`src/rtl/tsp_pkg.sv`:
```
// Shared types, codes and defaults for the timer slot pool.
package tsp_pkg;

  // Default number of timer slots
  localparam int SLOTS_DEF = 8;

  // Field widths
  localparam int KIND_W     = 2;
  localparam int DELAY_W    = 32;
  localparam int HANDLE_W   = 16;
  localparam int STATUS_W   = 3;
  localparam int COUNT_W    = 32;

  // Input item kinds
  localparam logic [KIND_W-1:0] KIND_TICK    = 2'd0;
  localparam logic [KIND_W-1:0] KIND_REQUEST = 2'd1;
  localparam logic [KIND_W-1:0] KIND_CHECK   = 2'd2;

  // Result status codes
  localparam logic [STATUS_W-1:0] STAT_COUNTING = 3'd0;
  localparam logic [STATUS_W-1:0] STAT_EXPIRED  = 3'd1;
  localparam logic [STATUS_W-1:0] STAT_INVALID  = 3'd2;
  localparam logic [STATUS_W-1:0] STAT_GRANTED  = 3'd3;
  localparam logic [STATUS_W-1:0] STAT_FULL     = 3'd4;

  // One slot entry as stored in the slot memory
  typedef struct packed {
    logic [HANDLE_W-1:0] handle;
    logic [COUNT_W-1:0]  deadline;
  } slot_t;

  // Control sequencer states
  typedef enum logic [1:0] {
    S_IDLE,
    S_SCAN,
    S_EMIT
  } state_t;

endpackage

```
`src/rtl/tsp_if.sv`:
```
// Valid/ready channel interfaces for timer slot pool items and results.
interface tsp_in_if;
  import tsp_pkg::*;

  logic                valid;
  logic                ready;
  logic [KIND_W-1:0]   kind;
  logic [DELAY_W-1:0]  delay_ticks;
  logic [HANDLE_W-1:0] query_handle;

  modport source (output valid, output kind, output delay_ticks, output query_handle,
                  input ready);
  modport sink   (input valid, input kind, input delay_ticks, input query_handle,
                  output ready);
endinterface

interface tsp_out_if;
  import tsp_pkg::*;

  logic                valid;
  logic                ready;
  logic [STATUS_W-1:0] status;
  logic [HANDLE_W-1:0] granted_handle;

  modport source (output valid, output status, output granted_handle, input ready);
  modport sink   (input valid, input status, input granted_handle, output ready);
endinterface

```
`src/rtl/tsp_slot_mem.sv`:
```
// Slot memory: one write port, one read port with registered read data.
module tsp_slot_mem #(
  parameter int SLOTS = tsp_pkg::SLOTS_DEF,
  parameter int AW    = (SLOTS > 1) ? $clog2(SLOTS) : 1
) (
  input  logic            clk,
  input  logic            we,
  input  logic [AW-1:0]   waddr,
  input  tsp_pkg::slot_t  wdata,
  input  logic            re,
  input  logic [AW-1:0]   raddr,
  output tsp_pkg::slot_t  rdata
);
  import tsp_pkg::*;

  slot_t mem [SLOTS];

  // Write one entry
  always_ff @(posedge clk) begin
    if (we) begin
      mem[waddr] <= wdata;
    end
  end

  // Read one entry, data valid the next cycle
  always_ff @(posedge clk) begin
    if (re) begin
      rdata <= mem[raddr];
    end
  end

endmodule

```
`src/rtl/timer_slot_pool_core.sv`:
```
// Top level of the timer slot pool: sequencer, counters and output register.
//
// Usage: items arrive on in_ch (kind, delay_ticks, query_handle) and results
// leave on out_ch (status, granted_handle), both valid/ready channels; a
// transfer happens on a clock edge with valid and ready high.
// A tick advances the 32-bit tick count and gives no result. A request takes
// the next slot, hands out the next nonzero handle and stores the deadline;
// it answers STAT_GRANTED or STAT_FULL. A check compares the handle against
// the filled slots and answers counting, expired or invalid.
// Slots fill in order and are never released, so a fill count marks the
// live entries and the slot memory needs no clearing pass.
// A tick is taken in S_IDLE; a request passes through the result registers
// and S_EMIT to the output register; a check walks the slot memory one entry
// per cycle through the single read port, then passes S_EMIT the same way.
// The block takes one item at a time; the next item is accepted as soon as
// the previous result sits in the output register, even if the receiver
// stalls. A stalled receiver holds the output register and, behind it, the
// next result.
// Reset (rst, synchronous) clears the count to 0, the last handle to 1 and
// the fill count to 0, and drops any pending result.
module timer_slot_pool_core #(
  parameter int SLOTS = tsp_pkg::SLOTS_DEF
) (
  input  logic     clk,
  input  logic     rst,
  tsp_in_if.sink   in_ch,
  tsp_out_if.source out_ch
);
  import tsp_pkg::*;

  localparam int AW = (SLOTS > 1) ? $clog2(SLOTS) : 1;
  localparam int CW = $clog2(SLOTS + 1);

  state_t              state, state_next;
  logic [COUNT_W-1:0]  tick_count, tick_count_next;
  logic [HANDLE_W-1:0] last_handle, last_handle_next;
  logic [CW-1:0]       fill, fill_next;
  logic [CW-1:0]       scan_idx, scan_idx_next;
  logic                rd_pend, rd_pend_next;
  logic [HANDLE_W-1:0] query, query_next;
  logic [STATUS_W-1:0] res_status, res_status_next;
  logic [HANDLE_W-1:0] res_handle, res_handle_next;
  logic                out_valid, out_valid_next;
  logic [STATUS_W-1:0] out_status;
  logic [HANDLE_W-1:0] out_handle;

  logic                accept;
  logic                load_out;
  logic [HANDLE_W-1:0] handle_inc;
  logic                mem_we;
  slot_t               mem_wdata;
  logic                mem_re;
  slot_t               mem_rdata;

  tsp_slot_mem #(
    .SLOTS (SLOTS),
    .AW    (AW)
  ) u_mem (
    .clk   (clk),
    .we    (mem_we),
    .waddr (fill[AW-1:0]),
    .wdata (mem_wdata),
    .re    (mem_re),
    .raddr (scan_idx[AW-1:0]),
    .rdata (mem_rdata)
  );

  assign in_ch.ready = (state == S_IDLE);
  assign accept      = in_ch.valid && in_ch.ready;
  assign load_out    = (state == S_EMIT) && (!out_valid || out_ch.ready);

  // Next handle, skipping zero on wrap
  always_comb begin
    handle_inc = last_handle + 1'b1;
    if (handle_inc == '0) begin
      handle_inc = HANDLE_W'(1);
    end
  end

  assign mem_wdata.handle   = handle_inc;
  assign mem_wdata.deadline = tick_count + in_ch.delay_ticks;

  // Sequence items: decode, scan slots, hand result to output register
  always_comb begin
    state_next       = state;
    tick_count_next  = tick_count;
    last_handle_next = last_handle;
    fill_next        = fill;
    scan_idx_next    = scan_idx;
    rd_pend_next     = 1'b0;
    query_next       = query;
    res_status_next  = res_status;
    res_handle_next  = res_handle;
    mem_we           = 1'b0;
    mem_re           = 1'b0;
    case (state)
      S_IDLE: begin
        if (accept) begin
          case (in_ch.kind)
            KIND_TICK: begin
              tick_count_next = tick_count + 1'b1;
            end
            KIND_REQUEST: begin
              state_next = S_EMIT;
              if (fill < CW'(SLOTS)) begin
                mem_we           = 1'b1;
                fill_next        = fill + 1'b1;
                last_handle_next = handle_inc;
                res_status_next  = STAT_GRANTED;
                res_handle_next  = handle_inc;
              end else begin
                res_status_next = STAT_FULL;
                res_handle_next = '0;
              end
            end
            KIND_CHECK: begin
              query_next      = in_ch.query_handle;
              res_handle_next = '0;
              scan_idx_next   = '0;
              if (in_ch.query_handle == '0) begin
                res_status_next = STAT_INVALID;
                state_next      = S_EMIT;
              end else begin
                state_next = S_SCAN;
              end
            end
            default: begin
            end
          endcase
        end
      end
      S_SCAN: begin
        if (rd_pend && (mem_rdata.handle == query)) begin
          // Match: lowest slot holding the handle decides
          res_status_next = (tick_count < mem_rdata.deadline) ? STAT_COUNTING
                                                              : STAT_EXPIRED;
          state_next      = S_EMIT;
        end else if (scan_idx < fill) begin
          // Issue the next slot read
          mem_re        = 1'b1;
          rd_pend_next  = 1'b1;
          scan_idx_next = scan_idx + 1'b1;
        end else if (!rd_pend) begin
          res_status_next = STAT_INVALID;
          state_next      = S_EMIT;
        end
      end
      S_EMIT: begin
        if (load_out) begin
          state_next = S_IDLE;
        end
      end
      default: begin
        state_next = S_IDLE;
      end
    endcase
  end

  // Hold output until transferred
  always_comb begin
    out_valid_next = out_valid;
    if (load_out) begin
      out_valid_next = 1'b1;
    end else if (out_ch.ready) begin
      out_valid_next = 1'b0;
    end
  end

  // Control registers
  always_ff @(posedge clk) begin
    if (rst) begin
      state       <= S_IDLE;
      tick_count  <= '0;
      last_handle <= HANDLE_W'(1);
      fill        <= '0;
      scan_idx    <= '0;
      rd_pend     <= 1'b0;
      out_valid   <= 1'b0;
    end else begin
      state       <= state_next;
      tick_count  <= tick_count_next;
      last_handle <= last_handle_next;
      fill        <= fill_next;
      scan_idx    <= scan_idx_next;
      rd_pend     <= rd_pend_next;
      out_valid   <= out_valid_next;
    end
  end

  // Payload registers
  always_ff @(posedge clk) begin
    query      <= query_next;
    res_status <= res_status_next;
    res_handle <= res_handle_next;
    if (load_out) begin
      out_status <= res_status;
      out_handle <= res_handle;
    end
  end

  assign out_ch.valid          = out_valid;
  assign out_ch.status         = out_status;
  assign out_ch.granted_handle = out_handle;

endmodule

```
`src/flat_wrapper.sv`:
```
// flat-port wrapper written by rule: the top's interface ports become plain ports
module timer_slot_pool_core_flat import tsp_pkg::*;
#(
  parameter int SLOTS = tsp_pkg::SLOTS_DEF
)
  (clk, rst, in_ch_valid, in_ch_kind, in_ch_delay_ticks, in_ch_query_handle, in_ch_ready, out_ch_valid, out_ch_status, out_ch_granted_handle, out_ch_ready);
  tsp_in_if in_ch_i ();
  tsp_out_if out_ch_i ();
  input  logic clk;
  input  logic rst;
  input wire logic [$bits(in_ch_i.valid)-1:0] in_ch_valid;
  input wire logic [$bits(in_ch_i.kind)-1:0] in_ch_kind;
  input wire logic [$bits(in_ch_i.delay_ticks)-1:0] in_ch_delay_ticks;
  input wire logic [$bits(in_ch_i.query_handle)-1:0] in_ch_query_handle;
  output wire logic [$bits(in_ch_i.ready)-1:0] in_ch_ready;
  output wire logic [$bits(out_ch_i.valid)-1:0] out_ch_valid;
  output wire logic [$bits(out_ch_i.status)-1:0] out_ch_status;
  output wire logic [$bits(out_ch_i.granted_handle)-1:0] out_ch_granted_handle;
  input wire logic [$bits(out_ch_i.ready)-1:0] out_ch_ready;
  assign in_ch_i.valid = in_ch_valid;
  assign in_ch_i.kind = in_ch_kind;
  assign in_ch_i.delay_ticks = in_ch_delay_ticks;
  assign in_ch_i.query_handle = in_ch_query_handle;
  assign in_ch_ready = in_ch_i.ready;
  assign out_ch_valid = out_ch_i.valid;
  assign out_ch_status = out_ch_i.status;
  assign out_ch_granted_handle = out_ch_i.granted_handle;
  assign out_ch_i.ready = out_ch_ready;
  timer_slot_pool_core #(.SLOTS(SLOTS)) u_core (.clk(clk), .rst(rst), .in_ch(in_ch_i), .out_ch(out_ch_i));
endmodule
```
`config.mk`:
```
export PLATFORM = sky130hd
export DESIGN_NAME = timer_slot_pool_core_flat
export DESIGN_NICKNAME = d
export VERILOG_FILES = /design/src/rtl/tsp_pkg.sv /design/src/rtl/tsp_if.sv /design/src/rtl/tsp_slot_mem.sv /design/src/rtl/timer_slot_pool_core.sv /design/src/flat_wrapper.sv
export SDC_FILE = /design/constraint.sdc
export NUM_CORES = 1
export LEC_CHECK = 0
export ABC_AREA = 1
export ABC_CLOCK_PERIOD_IN_PS = 5400
export BUFFER_PORTS_ARGS = -buffer_cell sky130_fd_sc_hd__buf_2
export CORE_MARGIN = 2
export CORE_UTILIZATION = 23
export CTS_CLUSTER_DIAMETER = 30
export DETAILED_ROUTE_END_ITERATION = 8
export SLEW_MARGIN = 5
export SYNTH_ARGS = -nofsm -noshare
export SYNTH_HDL_FRONTEND = slang
export SYNTH_SLANG_ARGS = --single-unit
```
`constraint.sdc`:
```
create_clock -name clk -period 5.4 [get_ports clk]
set_input_delay 0.27 -clock clk [delete_from_list [all_inputs] [get_ports clk]]
set_output_delay 0.27 -clock clk [all_outputs]
set_load 0.01 [all_outputs]
```
==> results by group <==
Clock tree
  • Max Root-Sink Buffers: 3
  • Hold_buf cts: 17
  • CTS tree: yes
  • Setup repair bufs after CTS: 0
  • TritonCTS Buffers: 101
  • # clock sinks: 546
  • Clk root buf: clkbuf_16
  • Max H-tree Level: 3
  • Resized cells post-CTS: 0
  • Clk_lat worst skew: 0.64 ns
  • Worst-path clk slew: 0.05 ns

Critical path
  • Critical path class: reg2reg
  • CP cell instances: ha_1 -> fa_1 -> nand2_1 -> nand2_1 -> o21ai_0 -> o21a_1 -> o21ai_0 -> nand3_1 -> nand2_1 -> xor2_1
  • Critical Path Sink Type: flip-flop
  • Critical Path Start Type: flip-flop
  • CP max stage delay: 0.60 ns
  • Highest net fanout along the worst path: 8
  • Worst Path Arrival: 3.50 ns
  • WP buf/inv: 0
  • Cell family with most CP delay: compound AO/OA/AOI/OAI gates
  • Most frequent CP cell: nand2_1
  • Slowest CP cell: o21ai_0
  • Worst EP required: 5.74 ns

Drt
  • Post-detailed-route count of antenna-violating nets: 0
  • Drt first-iter violations: 1371
  • Detailed Routing Iterations Pass 1: 5
  • Final WL: 62800 um
  • Number of vias per cell: 4.36
  • Vias post-DR: 17.1k
  • WL/cell: 16.0 um
  • DRC: 0

Global route
  • Number of global-route vias before repair: 16.4k
  • First-pass GRT wire length: 95600 um
  • Initial antenna violation count: 6
  • Pin count of the biggest net entering global routing: 135
  • GRT Total Usage: 0.113
  • Grt total ovfl: 0

Layout
  • Layout Cells excl Fill: 3913
  • FILL cells: 10.8k
  • Ratio of cells with drive above 1 in the final layout: 0.120
  • Nets: 2562
  • Final Util: 0.287
  • Area of the multi-input gates: 0.00747 mm^2
  • Antenna cells: 0
  • Area Growth Syn to Fin: 23.9%
  • Register Area: 0.0158 mm^2

Synthesis
  • Synth area leaders: edfxtp_1 60%, nor2_1 7.5%, o21ai_0 5.4%
  • YS warnings: 0
  • Syn Area/Cell: 10.6 um^2
  • Cells after synthesis: 2300
  • Netlist cell types: 41
  • Number of synthesized flops with an enable pin: 486
  • Ys async rst share: 0
  • Synthesized net count: 2428
  • Post-synthesis sequential area ratio: 0.649
  • Area share of the largest cell type after synthesis: 0.600
  • Ys flop type: edfxtp_1
  • Synthesized flop and latch total: 546
  • Mapped cell area: 0.0243 mm^2
  • Dominant cell type by area after synthesis: edfxtp_1

STA
  • F_max: 317 MHz
  • Final Hold Viols: 0
  • RSZ-0062 raised after global routing: no
  • Max_slew headroom: 0.228
  • Worst Skew: 0.0217 ns
  • Worst hold slack: 0.172 ns
  • Worst-Margin Slew: 1.15 ns
  • Max Slew Vio Count: 0
  • Final Setup Violations: 0
  • Final setup TNS: 0 ns
  • Fin crit period: 3.16 ns
  • Tcrit/Tclk final: 0.585

Floorplanning
  • Initial core utilization: 0.232
  • Rows: 119
  • Die Ht: 329 um
  • Chip width: 329 um
  • Top Ports: 75
  • Die area: 0.108 mm^2
  • CORE AREA: 0.105 mm^2

Job
  • Max cap viols: 0

Placed design
  • Placed insts: 3705
  • Routability congestion estimate: 0.882
  • Port bufs: 74
  • Final HPWL DP: 39500 um

Outcome
  • Status: finished clean

Power and ir drop
  • Peak supply drop: 0.228 mV
  • PD cells: 394 mW/mm^2
  • Leakage: 11.2 nW

Worst hold path
  • Hold Crit Class: in2reg
[per-stage QoR]
step | power [mW] | instance area [um^2] | setup slack [ns]
2_1_floorplan | 5.20 | 24300 | 0.509
3_5_place_dp | 5.42 | 26400 | 2.25
3_3_place_gp | 5.41 | 26400 | 2.34
4_1_cts | 12.0 | 30200 | 2.23
5_1_grt | 12.3 | 30200 | 2.04
6_report | 11.9 | 30200 | 2.24
[metal layers]
layer	vias to the layer above	global-route usage	routed length (um)
met5	-	0	22
met4	4	0.0416	1540
met3	86	0.0193	3690
met2	466	0.188	30000
met1	8197	0.148	27500
li1	8315	-	-
[worst register-to-register path: cells and delay by family, from the launching register on]
family	cells	cell delay, ns
compound gates	3	1.06
xor+xnor	1	0.49
fa+ha+maj	2	0.45
flops	1	0.47
simple gates	4	0.38
[layout make-up]
| type | instances | area share |
|---|---|---|
| clock buffers | 110 | 0.0860 |
| repair buffers | 115 | 0.0247 |
| flip-flops and latches | 546 | 0.524 |
| well taps | 1391 | 0.0577 |
| inverters | 206 | 0.0259 |
| clock inverters | 81 | 0.0341 |
| multi-input cells | 1464 | 0.248 |
[power by group]
group / leakage, nW / internal [mW] / switching [mW] / total (mW)
Sequential: 4.89 / 4.74 / 0.0494 / 4.79
Clock: 1.74 / 4.32 / 2.21 / 6.53
Combinational: 4.61 / 0.158 / 0.397 / 0.556
Total: 11.2 / 9.22 / 2.65 / 11.9
[placed cells by master (no fill, tap or decap), types with 3 or more instances in the layout]
cell and count:
a211oi_1 3, a21boi_0 3, a21o_1 3, a21oi_1 112, a31oi_1 51, buf_2 74
buf_4 22, bufinv_16 17, clkbuf_1 7, clkbuf_16 102, clkinv_1 6, clkinv_16 3
clkinv_2 23, clkinv_4 10, clkinvlp_4 14, dfxtp_1 58, dlygate4sd3_1 17, edfxtp_1 486
ha_1 73, inv_1 201, inv_6 8, nand2_1 260, nand2_4 3, nand3_1 38
nand3b_1 3, nand4_1 20, nor2_1 482, nor2_4 6, nor3_1 22, nor3_2 6
nor4_1 5, o211ai_1 7, o21ai_0 261, o21bai_1 5, o22ai_1 49, xnor2_1 12
xor2_1 27
[flip-flops by register name, indices dropped and copies added (netlist names)]
name	count
u_core.res_handle	16
u_core.fill	4
u_core.out_ch.granted_handle	16
u_core.out_ch.valid	1
u_core.res_status	3
u_core.state	2
u_core.u_mem.rdata	48
u_core.scan_idx	4
u_core.u_mem.mem	384
u_core.out_ch.status	3
u_core.last_handle	16
u_core.rd_pend	1
u_core.tick_count	32
u_core.query	16
[cell families after synthesis]
family / Yosys count / share of synthesized area
xor gates and xnor gates: 39 / 0.0140
adders and majority gates: 74 / 0.0384
and+or+nand+nor: 853 / 0.143
AOI/OAI and AO/OA: 498 / 0.110
DFF: 546 / 0.649
buffers and inverters: 290 / 0.0459
[final timing paths]
path	startpoint	depth (start not counted)	slack, ns	to
hold reg to reg	u_core.res_handle[12]	0	0.42	u_core.out_ch.granted_handle[12]
setup / recovery	u_core.tick_count[0]	10	2.24	u_core.u_mem.mem[2][30]
setup reg to reg	u_core.tick_count[0]	10	2.24	u_core.u_mem.mem[2][30]
hold / removal	in_ch_delay_ticks[0]	2	0.17	u_core.u_mem.mem[5][0]
[synthesized netlist by cell type, types with 2 or more instances]
cell	number
nand2_4	3
inv_1	204
nand2_1	260
nor3_1	28
a31oi_1	51
nand4_1	20
buf_1	3
edfxtp_1	486
o21ai_0	261
nor4_1	5
xor2_1	27
o21a_1	2
nand3b_1	3
a21o_1	3
nor2_4	4
nor2_1	484
xnor2_1	12
nand3_1	38
o21bai_1	5
dfxtp_1	60
a21oi_1	112
buf_2	11
o211ai_1	7
ha_1	73
clkbuf_1	69
nor3b_1	2
o22ai_1	49
a21boi_0	3
a211oi_1	3
Power figures use the tool's default switching activity.
